File: config.mk
export PLATFORM = sky130hd
export DESIGN_NAME = button_debounce_long_press
export DESIGN_NICKNAME = d
export VERILOG_FILES = /design/src/hw/rtl/bdlp_pkg.sv /design/src/hw/rtl/button_debounce_long_press.sv
export VERILOG_INCLUDE_DIRS = /design/src /design/src/hw/rtl
export SDC_FILE = /design/constraint.sdc
export NUM_CORES = 1
export LEC_CHECK = 0
export BUFFER_PORTS_ARGS = -buffer_cell sky130_fd_sc_hd__clkbuf_2
export CORE_AREA = 2 2 105 117
export DETAILED_ROUTE_END_ITERATION = 10
export DIE_AREA = 0 0 107 119
export PLACE_DENSITY = 0.59
export SETUP_SLACK_MARGIN = 0.1
export SYNTH_ARGS = -nofsm -noshare
export SYNTH_HDL_FRONTEND = slang
export SYNTH_SLANG_ARGS = --single-unit
export TNS_END_PERCENT = 5
File: constraint.sdc
create_clock -name i_clk -period 7.9 [get_ports i_clk]
set_clock_uncertainty 0.15 [all_clocks]
set_input_delay 0.395 -clock i_clk [delete_from_list [all_inputs] [get_ports i_clk]]
set_output_delay 0.395 -clock i_clk [all_outputs]
set_load 0.005 [all_outputs]
File: src/hw/rtl/button_debounce_long_press_macros.svh
// ---------------------------------------------------------------------------
// Button debounce assertion macros
// Shared concurrent assertion shorthands, sampled on i_clk, off in reset.
// ---------------------------------------------------------------------------
`ifndef BUTTON_DEBOUNCE_LONG_PRESS_MACROS_SVH
`define BUTTON_DEBOUNCE_LONG_PRESS_MACROS_SVH

// Same-cycle implication.
`define BDLP_ASSERT_NOW(lbl, ante, cons, msg) \
    lbl: assert property (@(posedge i_clk) disable iff (!i_rst_n) \
        (ante) |-> (cons)) else $error(msg);

// Next-cycle implication.
`define BDLP_ASSERT_NEXT(lbl, ante, cons, msg) \
    lbl: assert property (@(posedge i_clk) disable iff (!i_rst_n) \
        (ante) |=> (cons)) else $error(msg);

`endif

File: src/hw/rtl/bdlp_pkg.sv
// ---------------------------------------------------------------------------
// Button debounce package
// Types, widths and codes for the debounced long-press button block.
// ---------------------------------------------------------------------------
package bdlp_pkg;

    localparam int TIME_W    = 10;              // time stamp width in ms
    localparam int TICK_LSB  = 4;               // lower time bits ignored
    localparam int MARK_W    = TIME_W - TICK_LSB;
    localparam int EVENT_W   = 3;
    localparam int CFG_IDX_W = 2;

    localparam logic [TIME_W-1:0] PRESS_DEB_RST   = 10'd48;
    localparam logic [TIME_W-1:0] LONG_PRESS_RST  = 10'd496;
    localparam logic [TIME_W-1:0] REPEAT_RST      = 10'd240;
    localparam logic [TIME_W-1:0] RELEASE_DEB_RST = 10'd48;

    typedef enum logic [6:0] {
        ST_IDLE     = 7'b0000001,
        ST_DEBOUNCE = 7'b0000010,
        ST_RELEASE  = 7'b0000100,
        ST_PRESSED  = 7'b0001000,
        ST_LONG     = 7'b0010000,
        ST_LONGREL  = 7'b0100000,
        ST_SHORTREL = 7'b1000000
    } t_state;

    typedef enum logic [EVENT_W-1:0] {
        EV_NONE      = 3'd0,
        EV_SHORT     = 3'd1,
        EV_FIRSTLONG = 3'd2,
        EV_REPEAT    = 3'd3,
        EV_LONGDONE  = 3'd4,
        EV_HELD      = 3'd5
    } t_event;

    typedef enum logic [CFG_IDX_W-1:0] {
        REG_PRESS_DEB   = 2'd0,
        REG_LONG_PRESS  = 2'd1,
        REG_REPEAT      = 2'd2,
        REG_RELEASE_DEB = 2'd3
    } t_reg_idx;

endpackage

File: src/hw/rtl/button_debounce_long_press.sv
// Path: an accepted request passes from the input register to the result register.
// Throughput: one request per cycle unless the result stream stalls; the state
//   machine and one 6-bit time subtract with four 10-bit compares sit in the single
//   stage between the input register and the result register.
// Reset: i_rst_n is synchronous, active low; state returns to idle, the time
//   mark to 0 and the four thresholds to 48/496/240/48 ms.
// ---------------------------------------------------------------------------
// Button debounce with long press and repeat
// Debounces an active-low button from timestamped polls and reports short,
// long, repeated long, long-done and held events, one result per poll.
// ---------------------------------------------------------------------------
`include "button_debounce_long_press_macros.svh"

module button_debounce_long_press (
    input  logic        i_clk,
    input  logic        i_rst_n,
    // input stream
    input  logic        s_axis_tvalid,
    output logic        s_axis_tready,
    input  logic [15:0] s_axis_tdata,   // [0] pin_level, [10:1] time_now, [15:11] zero
    // result stream
    output logic        m_axis_tvalid,
    input  logic        m_axis_tready,
    output logic [7:0]  m_axis_tdata,   // [2:0] event_code, [7:3] zero
    // configuration port
    input  logic        psel,
    input  logic        penable,
    input  logic        pwrite,
    input  logic [3:0]  paddr,
    input  logic [31:0] pwdata,
    output logic [31:0] prdata,
    output logic        pready
);

    localparam int TW = bdlp_pkg::TIME_W;
    localparam int MW = bdlp_pkg::MARK_W;
    localparam int LS = bdlp_pkg::TICK_LSB;

    // ---------------- configuration registers ----------------
    logic [TW-1:0] r_press_deb;
    logic [TW-1:0] r_long_press;
    logic [TW-1:0] r_repeat;
    logic [TW-1:0] r_release_deb;
    logic          cfg_wr;
    logic [bdlp_pkg::CFG_IDX_W-1:0] cfg_idx;

    assign pready = 1'b1;
    assign cfg_wr = psel & penable & pwrite & pready;
    // registers sit on word addresses; byte offset bits are ignored
    assign cfg_idx = paddr[3:2];

    always_ff @(posedge i_clk) begin
        if (!i_rst_n) begin
            r_press_deb   <= bdlp_pkg::PRESS_DEB_RST;
            r_long_press  <= bdlp_pkg::LONG_PRESS_RST;
            r_repeat      <= bdlp_pkg::REPEAT_RST;
            r_release_deb <= bdlp_pkg::RELEASE_DEB_RST;
        end else if (cfg_wr) begin
            unique case (bdlp_pkg::t_reg_idx'(cfg_idx))
                bdlp_pkg::REG_PRESS_DEB:   r_press_deb   <= pwdata[TW-1:0];
                bdlp_pkg::REG_LONG_PRESS:  r_long_press  <= pwdata[TW-1:0];
                bdlp_pkg::REG_REPEAT:      r_repeat      <= pwdata[TW-1:0];
                bdlp_pkg::REG_RELEASE_DEB: r_release_deb <= pwdata[TW-1:0];
                default: ;
            endcase
        end
    end

    // read back, zero extended
    always_comb begin
        unique case (bdlp_pkg::t_reg_idx'(cfg_idx))
            bdlp_pkg::REG_PRESS_DEB:   prdata = {{(32-TW){1'b0}}, r_press_deb};
            bdlp_pkg::REG_LONG_PRESS:  prdata = {{(32-TW){1'b0}}, r_long_press};
            bdlp_pkg::REG_REPEAT:      prdata = {{(32-TW){1'b0}}, r_repeat};
            bdlp_pkg::REG_RELEASE_DEB: prdata = {{(32-TW){1'b0}}, r_release_deb};
            default:                   prdata = '0;
        endcase
    end

    // ---------------- input register ----------------
    logic          r_in_valid;
    logic          r_in_pin;
    logic [MW-1:0] r_in_tick;   // time bits 9..4
    logic          r_out_valid;
    logic          adv;         // result register can take the stage output

    assign adv           = !r_out_valid || m_axis_tready;
    assign s_axis_tready = !r_in_valid || adv;

    always_ff @(posedge i_clk) begin
        if (!i_rst_n) begin
            r_in_valid <= 1'b0;
        end else if (s_axis_tready) begin
            r_in_valid <= s_axis_tvalid;
        end
    end

    // payload needs no reset; load on every accepted request
    always_ff @(posedge i_clk) begin
        if (s_axis_tready && s_axis_tvalid) begin
            r_in_pin  <= s_axis_tdata[0];
            r_in_tick <= s_axis_tdata[TW:1+LS];
        end
    end

    // ---------------- state machine stage ----------------
    bdlp_pkg::t_state r_state, n_state;
    logic [MW-1:0]    r_mark, n_mark;
    bdlp_pkg::t_event n_event;
    logic [MW-1:0]    tick_diff;
    logic [TW-1:0]    elapsed;
    logic             fire;      // stage output moves into the result register

    // elapsed time wraps naturally in the 6-bit tick domain
    assign tick_diff = r_in_tick - r_mark;
    assign elapsed   = {tick_diff, {LS{1'b0}}};
    assign fire      = r_in_valid && adv;

    always_comb begin
        bdlp_pkg::t_event ev;
        ev      = bdlp_pkg::EV_NONE;
        n_state = r_state;
        n_mark  = r_mark;
        unique case (r_state)
            bdlp_pkg::ST_IDLE: begin
                if (!r_in_pin) begin
                    n_state = bdlp_pkg::ST_DEBOUNCE;
                    n_mark  = r_in_tick;
                end
            end
            bdlp_pkg::ST_DEBOUNCE: begin
                if (r_in_pin) begin
                    n_state = bdlp_pkg::ST_IDLE;
                end else if (elapsed >= r_press_deb) begin
                    n_state = bdlp_pkg::ST_PRESSED;
                end
            end
            bdlp_pkg::ST_PRESSED: begin
                if (r_in_pin) begin
                    n_mark  = r_in_tick;
                    n_state = bdlp_pkg::ST_SHORTREL;
                end else if (elapsed >= r_long_press) begin
                    ev      = bdlp_pkg::EV_FIRSTLONG;
                    n_state = bdlp_pkg::ST_LONG;
                    n_mark  = r_in_tick;
                end
            end
            bdlp_pkg::ST_LONG: begin
                if (r_in_pin) begin
                    n_state = bdlp_pkg::ST_LONGREL;
                end else if (elapsed >= r_repeat) begin
                    n_mark = r_in_tick;
                    ev     = bdlp_pkg::EV_REPEAT;
                end
            end
            bdlp_pkg::ST_LONGREL: begin
                if (r_in_pin) begin
                    ev      = bdlp_pkg::EV_LONGDONE;
                    n_state = bdlp_pkg::ST_RELEASE;
                    n_mark  = r_in_tick;
                end else begin
                    n_state = bdlp_pkg::ST_LONG;
                end
            end
            bdlp_pkg::ST_SHORTREL: begin
                if (r_in_pin) begin
                    ev      = bdlp_pkg::EV_SHORT;
                    n_state = bdlp_pkg::ST_RELEASE;
                end else begin
                    n_state = bdlp_pkg::ST_PRESSED;
                end
            end
            bdlp_pkg::ST_RELEASE: begin
                if (r_in_pin) begin
                    if (elapsed >= r_release_deb) begin
                        n_state = bdlp_pkg::ST_IDLE;
                    end
                end else begin
                    // bounce while releasing: restart the release window
                    n_mark = r_in_tick;
                end
            end
            default: ;
        endcase
        // held while the button counts as pressed and nothing else is due
        if (ev == bdlp_pkg::EV_NONE &&
            (n_state == bdlp_pkg::ST_PRESSED || n_state == bdlp_pkg::ST_LONG ||
             n_state == bdlp_pkg::ST_LONGREL || n_state == bdlp_pkg::ST_SHORTREL)) begin
            ev = bdlp_pkg::EV_HELD;
        end
        n_event = ev;
    end

    always_ff @(posedge i_clk) begin
        if (!i_rst_n) begin
            r_state <= bdlp_pkg::ST_IDLE;
            r_mark  <= '0;
        end else if (fire) begin
            r_state <= n_state;
            r_mark  <= n_mark;
        end
    end

    // ---------------- result register ----------------
    bdlp_pkg::t_event r_event;

    always_ff @(posedge i_clk) begin
        if (!i_rst_n) begin
            r_out_valid <= 1'b0;
        end else if (adv) begin
            r_out_valid <= r_in_valid;
        end
    end

    always_ff @(posedge i_clk) begin
        if (fire) begin
            r_event <= n_event;
        end
    end

    assign m_axis_tvalid = r_out_valid;
    assign m_axis_tdata  = {{(8-bdlp_pkg::EVENT_W){1'b0}}, r_event};

    // ---------------- assertions ----------------
    `BDLP_ASSERT_NEXT(a_stall_holds_state,
        r_out_valid && !m_axis_tready && !$isunknown(r_state),
        $stable(r_state) && $stable(r_mark), "state moved while result stalled")
    `BDLP_ASSERT_NEXT(a_fire_fills_result, fire, r_out_valid,
        "processed request produced no result")
    `BDLP_ASSERT_NEXT(a_short_to_release, fire && n_event == bdlp_pkg::EV_SHORT,
        r_state == bdlp_pkg::ST_RELEASE, "short press not followed by release debounce")
    `BDLP_ASSERT_NOW(a_idle_no_event, fire && r_state == bdlp_pkg::ST_IDLE,
        n_event == bdlp_pkg::EV_NONE, "event reported from idle")

endmodule
# Word level (Yosys, flattened, before mapping)
# Cells that the tools add are included.
word_totals:
  regBits: 65
  wordCells: 82
op_classes:
  add_sub_neg: 1
  n_lt_le_gt_ge: 4
  n_eq_ne: 19
  mux: 26
  bitwise_logic: 2
  n_reduce_logical: 19
ops:
  columns: ["operator", "count"]
  rows:
  - ["$pmux 32 s4", 1]
  - ["$mux 7", 8]
  - ["$pmux 7 s7", 1]
  - ["$ge 10x10->1", 4]
  - ["$mux 6", 6]
  - ["$pmux 6 s4", 1]
  - ["$eq 7x4->1 const B", 2]
  - ["$eq 7x5->1 const B", 2]
  - ["$eq 7x6->1 const B", 2]
  - ["$eq 7x7->1 const B", 2]
  - ["$pmux 3 s4", 1]
  - ["$mux 2", 4]
  - ["$ne 2x2->1 const B", 4]
  - ["$reduce_and 2->1", 4]
  - ["$eq 7x1->1 const B", 1]
  - ["$eq 7x2->1 const B", 1]
  - ["$eq 7x3->1 const B", 1]
  - ["$reduce_and 7->1", 1]
  - ["$sub 6x6->6", 1]
  - ["$logic_or 1x1->1", 5]
  - ["$mux 5", 1]
  - ["$eq 2x2->1 const B", 2]
  - ["$mux 4", 1]
  - ["$reduce_bool 4->1", 1]
  - ["other kinds (10)", 14]

# Logic depth before layout (Yosys ltp)
# Gate-level depths: netlist of run 1.
depth:
  ltp_word: 10
  mapped_depth: 16

# Worst setup path before layout of run 1
# OpenSTA, ideal clock, no wires.
synth_timing:
  path_type: "reg-to-reg"
  from: "reg r_in_tick[1]"
  to: "reg r_state[1]"
  setup_ns: 0.115
  arrival_time_ns: 3.187
  required_ns: 7.635
  path_slack_ns: 4.448
  path_stages_with_launch: 15
  synth_period_minus_slack_ns: 3.452
  path_cell_list: "edfxtp_1 -> ha_1 -> a21o_1 -> a21oi_1 -> o21bai_1 -> a21oi_1 -> xnor2_1 -> ha_1 -> nand2_1 -> o21ai_0 -> a211oi_2 -> or2_4 -> or3_4 -> o21a_1 -> o21a_1"
synth_via:
  elab_chain_len: 5
synth_lines:
  columns: ["element", "line_no", "source"]
  rows:
  - ["from (decl)", "button_debounce_long_press.sv:83", "logic [MW-1:0] r_in_tick;"]
  - ["from (signal assigned)", "button_debounce_long_press.sv:102", "r_in_tick <= s_axis_tdata[TW:1+LS];"]
  - ["$sub 6x6->6 *", "button_debounce_long_press.sv:115", "assign tick_diff = r_in_tick - r_mark;"]
  - ["$ge 10x10->1 (on tied branches)", "button_debounce_long_press.sv:175, button_debounce_long_press.sv:134, button_debounce_long_press.sv:142", null]
  - ["$mux 7 (on tied branches)", "button_debounce_long_press.sv:175, button_debounce_long_press.sv:134, button_debounce_long_press.sv:142", null]
  - ["$mux 7 (on tied branches)", "button_debounce_long_press.sv:174, button_debounce_long_press.sv:132, button_debounce_long_press.sv:139", null]
  - ["$pmux 7 s7 *", "button_debounce_long_press.sv:124", "unique case (r_state)"]
  - ["to (signal assigned)", "button_debounce_long_press.sv:196", "r_state <= bdlp_pkg::ST_IDLE;"]
  - ["to (signal assigned)", "button_debounce_long_press.sv:199", "r_state <= n_state;"]
  - ["to (decl)", "button_debounce_long_press.sv:107", "bdlp_pkg::t_state r_state, n_state;"]
# Every way passes the cells marked *; elsewhere a longest branch is shown, timed or not.
# A chain may end at the register's enable or synchronous reset.

# Final worst setup path of run 1
# Ends and elaborated chain as after synthesis.

==> impl_metrics.tcl, run 1 <==
set metrics [dict create \
    cts.root.buffer_cell "sky130_fd_sc_hd__clkbuf_16" \
    timing.hold.worst_endpoint "r_in_pin" \
    critical_path_arrival_ns 3.88 \
    critical_path.reg2reg.endpoint "r_state[1]" \
    p_clk_frac 0.435 \
    overflow 0 \
    cts_tree "built" \
    power_frac_comb 0.159 \
    report.final.slew_viol_count 0 \
    drt_iter0_markers 122 \
    min-delay-start "s_axis_tdata[0]" \
    avgSynthCellArea_um2 9.257 \
    via_per_inst 5.052 \
    cts-buffers-inserted 9 \
    register_area_um2 1401 \
    fillerInstances 1168 \
    fmax_mhz 262.4 \
    die_width_um 107 \
    num_rows 42 \
    critical_path.max_stage_delay_ns 0.44 \
    power_per_cell_area_nw_per_um2 183.9 \
    power.share.switching 0.2800 \
    relSlewSlack 0.2784 \
    gp_congestion 0.8322 \
    static-leakage-power_nw 2.073 \
    placedInstanceArea_um2 4459 \
    cts_stage_hold_buffer_count 0 \
    antenna_found_initial 0 \
    max-clock-path-buffers 2 \
    dp_cells 632 \
    final_cells 648 \
    path_class "flop to flop" \
    crit_chain "ha_1 > a21o_1 > a21oi_1 > o21bai_1 > a21oi_1 > xnor2_1 > ha_1 > nand2_1 > o21ai_0 > a211oi_2 > or2_4 > or3_4 > o21a_1 > o21a_1" \
    crit_buf_inv 0 \
    rsz_0062_raised_after_global_routing "false" \
    die_area_um2 12730 \
    dp_hpwl_um 6862 \
    post-place-ws_ns 4.074 \
    die_height_um 119 \
    route.detailed.drc 0 \
    finalSetupViolCount 0 \
    r2r_slack_ns 4.09 \
    postSynth.topFlopCell "sky130_fd_sc_hd__dfxtp_1" \
    nNetsFinal 578 \
    drt_pre_antenna_iters 4 \
    global_route_wire_length_before_repair_um 15720 \
    status "completed" \
    tritoncts_num_sinks 65 \
    grt_start_max_net_pins 62 \
    cap_viol_max_count 0 \
    drt-total-wl_um 9298 \
    syn_inst 462 \
    setup.worst_path.end_class "flop" \
    layout-drive-gt1-share 0.1700 \
    timing.critical_path.fanout_max 4 \
    cts_resized 0 \
    worstRegToRegCells 14 \
    synth_edf_count 10 \
    worst_skew_pair.late_latency_ns 0.34 \
    cts_post_setup_buffers_inserted 0 \
    antenna_left 0 \
    highest_ir_drop_seen_on_vdd_mv 0.1236 \
    port_buffers 40 \
    gr-usage-all-layers 0.1564 \
    hp-class "primary input to flop" \
    grt_pass1_vias 3255 \
    yosys_warnings 0 \
    final-hold-violation-count 0 \
    power.share.sequential 0.406 \
    antenna_cells 0 \
    effective_utilization_at_floorplan 0.3649 \
    setup_slack_ns 4.089 \
    yosys_register_bits 65 \
    finalCriticalPeriod_ns 3.811 \
    finalInstanceArea_um2 4747 \
    num_vias 3274 \
    fp.coreArea_um2 11720 \
    total_area_of_multi_input_combinational_cells_um2 2507 \
    tightest_slew_ns 1.082 \
    crit_slowest_cell "sky130_fd_sc_hd__edfxtp_1" \
    asyncSetResetFlopFracSynth 0 \
    synth_sequential_area_ratio 0.3277 \
    clkTransAtPathRegs_ns 0.06 \
    hold-path-cell-count 1 \
    routedWlPerCell_um 14.35 \
    top_level_ports 102 \
    layout_worst_path_cycle_share 0.4824 \
    area_growth_pct 11.00 \
    crit-reg2reg-launch "r_in_tick[1]" \
    worst_case_hold_slack_ns 0.08739 \
    cts-htree-levels 3 \
    total_negative_slack_ns 0 \
    synthDistinctLibCells 68 \
    intPower_w 0.0006287 \
    cp.required_ns 7.97 \
    power_switching_w 0.0002445 \
    syn-cell-area_um2 4277 \
    start_kind "flop" \
    cp_top_family "compound AO/OA/AOI/OAI gates" \
]
## metrics by stage
stage                     power [W]  utilization
after global placement    0.0004967       0.3805
after global routing      0.0009164       0.4051
after floorplan           0.0004715            -
after detailed placement  0.0005010       0.3805
final                     0.0008732       0.4051
after CTS                 0.0008845       0.4051
## sequential cells by signal, summed over array words and instances, names as in the netlist
register	cells
r_long_press	10
r_press_deb	10
r_release_deb	10
r_repeat	10
r_state	7
r_in_tick	6
r_mark	6
r_event	3
m_axis_tvalid	1
r_in_pin	1
r_in_valid	1
## cells in the mapped netlist (all sizes together) (2+ instances only)
cell type  number  area share
nor2           18       0.016
or2             3      0.0050
and2            3      0.0044
nand3b          2      0.0035
mux4           10       0.053
nand4           3      0.0044
o211ai          9       0.016
edfxtp         10       0.070
nand2b          3      0.0044
a22oi           4      0.0070
nor4b           3      0.0061
nor3b           2      0.0035
o22ai           2      0.0029
xnor2           6       0.012
a21o            2      0.0038
ha             29       0.085
nor4            2      0.0064
a2111oi         4       0.013
buf            36       0.063
mux2i          39       0.091
and3            2      0.0029
clkbuf         16       0.014
a211oi          3      0.0064
or3             6       0.011
or4             5      0.0097
nand3           5      0.0059
and4            2      0.0041
nor2b          32       0.047
nand2          42       0.037
o21a            4      0.0070
a21oi          16       0.019
o21ai          15       0.018
nor3            7      0.0082
a21boi          2      0.0035
dfxtp          55        0.26
inv            38       0.033
conb            2      0.0018
## cells in the final DEF (no fill, tap or decap), types with 5 or more instances in the layout
cell and instances:
sky130_fd_sc_hd__mux4_2 10, sky130_fd_sc_hd__nand2_1 42, sky130_fd_sc_hd__inv_1 38, sky130_fd_sc_hd__ha_1 29, sky130_fd_sc_hd__conb_1 28, sky130_fd_sc_hd__nor3_1 6, sky130_fd_sc_hd__nor2b_1 32, sky130_fd_sc_hd__nor2_1 18
sky130_fd_sc_hd__clkbuf_2 40, sky130_fd_sc_hd__o21ai_0 14, sky130_fd_sc_hd__dfxtp_1 55, sky130_fd_sc_hd__xnor2_1 6, sky130_fd_sc_hd__mux2i_1 39, sky130_fd_sc_hd__nand3_1 5, sky130_fd_sc_hd__edfxtp_1 10, sky130_fd_sc_hd__clkbuf_16 9
sky130_fd_sc_hd__o211ai_1 9, sky130_fd_sc_hd__a21oi_1 16
## cell families after synthesis
logic type | count (synthesis) | synth area share
compound gates | 75 | 0.1246
xor+xnor | 7 | 0.01434
fa+ha+maj | 30 | 0.08953
buf+inv | 90 | 0.1100
flops | 65 | 0.3277
mux | 50 | 0.1466
other cells | 2 | 0.001756
simple gates | 143 | 0.1855
## area by class of cell
| type | count | area share |
|---|---|---|
| sequential | 65 | 0.2952 |
| tap | 154 | 0.04059 |
| inverter | 38 | 0.03005 |
| multi-input combinational | 333 | 0.5282 |
| clock buffer | 10 | 0.05034 |
| timing repair buffer | 42 | 0.04533 |
| clock inverter | 6 | 0.01028 |
## how the worst max path moves through the flow
stage,from,end,slack [ns],cells after the start
floorplan,r_in_tick[1],r_state[1],4.45,14
global placement,r_in_tick[1],r_state[1],4.14,14
detailed placement,r_in_tick[1],r_state[1],4.07,14
CTS,r_in_tick[1],r_state[1],4.06,14
global route,r_in_tick[1],r_event[2],3.84,14
finish,r_in_tick[1],r_state[1],4.09,14
## metal layers
metal / up-vias / global-route usage / wire (um) / part of all wire
li1: 1637 / - / - / -
met1: 1510 / 0.2023 / 4265 / 0.46
met2: 107 / 0.2468 / 4291 / 0.46
met3: 20 / 0.03394 / 430 / 0.046
met4: 0 / 0.07549 / 310 / 0.033
met5: - / 0 / 0 / 0
## power by group through the flow
stage,Sequential (W),Clock (W),Combinational (W)
global placement,0.000361,0,0.000135
global route,0.000356,0.000402,0.000159
finish,0.000354,0.000380,0.000139
CTS,0.000354,0.000390,0.000140
floorplan,0.000356,0,0.000115
detailed placement,0.000362,0,0.000139
Note: power is estimated with default switching activity, not from simulation.
==> inputs of run 2 (changes only) <==
--- a/config.mk
+++ b/config.mk
@@ -10,7 +10,7 @@
 export CORE_AREA = 2 2 105 117
 export DETAILED_ROUTE_END_ITERATION = 10
 export DIE_AREA = 0 0 107 119
-export PLACE_DENSITY = 0.59
+export PLACE_DENSITY = 0.61
 export SETUP_SLACK_MARGIN = 0.1
 export SYNTH_ARGS = -nofsm -noshare
 export SYNTH_HDL_FRONTEND = slang
==> constraint.sdc (replaced) <==
create_clock -name i_clk -period 3.05 [get_ports i_clk]
set_clock_uncertainty 0.15 [all_clocks]
set_input_delay 0.1525 -clock i_clk [delete_from_list [all_inputs] [get_ports i_clk]]
set_output_delay 0.1525 -clock i_clk [all_outputs]
set_load 0.005 [all_outputs]
==> run 2 against run 1 <==
Net effect: the run now ends with setup timing left; sequential cell count is the same; worst setup slack lost 4.4 ns; clock-buffer cell count is the same; maximum frequency grew 12%; sequential power grew to 2.6 times the previous value; wire length grew 6.3%; power grew to 2.8 times the previous value; critical path depth grew 1; critical path type unchanged; highest routed layer unchanged.
==> impl_metrics.tcl, run 2 (synthesis results as in run 1) <==
set metrics [dict create \
    status "finished with violations" \
    violations "setup timing" \
    timing.critical_path.fanout_max 4 \
    setup.worst_path.end_class "flop" \
    overflow 0 \
    report.final.slew_viol_count 0 \
    antenna_left 0 \
    effective_utilization_at_floorplan 0.3649 \
    placedInstanceArea_um2 4619 \
    drt-total-wl_um 9883 \
    design_power_total_w 0.002447 \
    rsz_0062_raised_after_global_routing "true" \
    worst_skew_pair.late_latency_ns 0.33 \
    cp_top_family "compound AO/OA/AOI/OAI gates" \
    mostFrequentLayoutCell "sky130_fd_sc_hd__dfxtp_1" \
    cts-buffers-inserted 9 \
    grt_pass1_vias 3251 \
    finalInstanceArea_um2 5221 \
    layout_worst_path_cycle_share 1.115 \
    highest_ir_drop_seen_on_vdd_mv 0.3414 \
    grt_start_max_net_pins 62 \
    nNetsFinal 617 \
    route.detailed.drc 0 \
    cap_viol_max_count 0 \
    via_per_inst 5.016 \
    crit_slowest_cell "sky130_fd_sc_hd__edfxtp_1" \
    finalCriticalPeriod_ns 3.402 \
    drt_pre_antenna_iters 4 \
    start_kind "flop" \
    critical_path.max_stage_delay_ns 0.39 \
    global_route_wire_length_before_repair_um 15860 \
    fmax_mhz 293.9 \
    antenna_found_initial 0 \
    hold-path-cell-count 3 \
    routedWlPerCell_um 14.39 \
    relSlewSlack 0.2687 \
    cts.root.buffer_cell "sky130_fd_sc_hd__clkbuf_16" \
    top_layer "met4" \
    num_vias 3446 \
    finalSetupViolCount 13 \
    dp_hpwl_um 7056 \
    clkTransAtPathRegs_ns 0.05 \
    routedLengthMet1_um 4349 \
    hp-class "primary input to flop" \
    setup_slack_ns -0.3522 \
    cts_tree "built" \
    final-hold-violation-count 0 \
    area_growth_pct 22.09 \
    crit_cells 15 \
    die_area_um2 12730 \
    tritoncts_num_sinks 65 \
    die_width_um 107 \
    gr-usage-all-layers 0.1596 \
    cts-htree-levels 3 \
    power_per_cell_area_nw_per_um2 468.7 \
    tightest_slew_ns 1.097 \
    drt_iter0_markers 124 \
    final_cell_mix "54 x sky130_fd_sc_hd__dfxtp_1, 40 x sky130_fd_sc_hd__nand2_1, 40 x sky130_fd_sc_hd__clkbuf_2, 39 x sky130_fd_sc_hd__mux2i_1, 37 x sky130_fd_sc_hd__inv_1" \
    die_height_um 119 \
    gp_congestion 0.9526 \
    cp.required_ns 2.98 \
    path_class "flop to flop" \
    antenna_cells 0 \
    critical_path_arrival_ns 3.33 \
    worstRegToRegCells 15 \
    route.met3.wl_um 382 \
    max-clock-path-buffers 2 \
    port_buffers 40 \
    crit_buf_inv 2 \
    static-leakage-power_nw 2.295 \
    route.met2.wl_um 4987 \
    layout-drive-gt1-share 0.2364 \
    crit_chain "buf_4 > buf_4 > fa_2 > a21oi_2 > nor2_1 > nor2_2 > xnor2_2 > ha_1 > o21ai_0 > nor2_1 > a2111o_1 > nand2_1 > a221oi_1 > o2111ai_1 > nand2_1" \
    fp.coreArea_um2 11720 \
    num_rows 42 \
    top_level_ports 102 \
]
## run 2: path summary, 6_finish.rpt
check | from | slack (ns) | end
worst min-delay path | m_axis_tready | 0.007 | m_axis_tvalid
worst max register to register | r_in_tick[1] | -0.35 | r_event[0]
worst max-delay path | r_in_tick[1] | -0.35 | r_event[0]
worst min register to register | r_mark[1] | 0.30 | r_mark[1]
## run 2: tightest hold or removal path: cells and delay by family
| family | cells | cell delay, ns |
|---|---|---|
| buf+inv | 1 | 0.07 |
| simple gates | 1 | 0.06 |
| compound gates | 1 | 0.16 |
## run 2: repair_timing
| item | 4_1_cts | 5_1_grt |
|---|---|---|
| pin swaps | 10 | 12 |
| setup buffers | 0 | 2 |
| resized for setup | 9 | 16 |
| hold buffers | 18 | 0 |
| endpoints found under the setup margin | 14 | 14 |
| endpoints found under the hold margin | 43 | 0 |
## run 2: layout make-up
cell class	instances	area [um^2]
repair buffers	81	556.8
multi-input cells	333	2615
clock inverters	6	61.31
fillers	1107	6497
flip-flops and latches	65	1403
inverters	38	142.6
clock buffers	10	250.2
well taps	154	192.7
## run 2: metrics by stage
stage               hold WS (ns)  cells  TNS (ns)    util  setup WS (ns)
floorplan                 0.1014    488   -0.4939       -        -0.1626
global placement          0.1806    651    -2.422  0.3942        -0.3710
detailed placement        0.1811    651    -2.971  0.3942        -0.4238
CTS                     0.007956    685    -2.284  0.4391        -0.4182
global route             0.03047    687    -4.653  0.4455        -0.5049
finish                  0.006660    687    -2.475  0.4455        -0.3522
## run 2: power by group
part | internal, W | switching, W | total, W
clock network | 0.000682 | 0.000383 | 0.00106
logic | 0.000220 | 0.000244 | 0.000464
registers | 0.000895 | 0.0000239 | 0.000918
## run 2: per-layer routing
layer | up-vias | global-route usage
li1 | 1715 | -
met4 | 0 | 0.06818
met1 | 1621 | 0.1943
met3 | 14 | 0.03503
met2 | 96 | 0.2699
met5 | - | 0
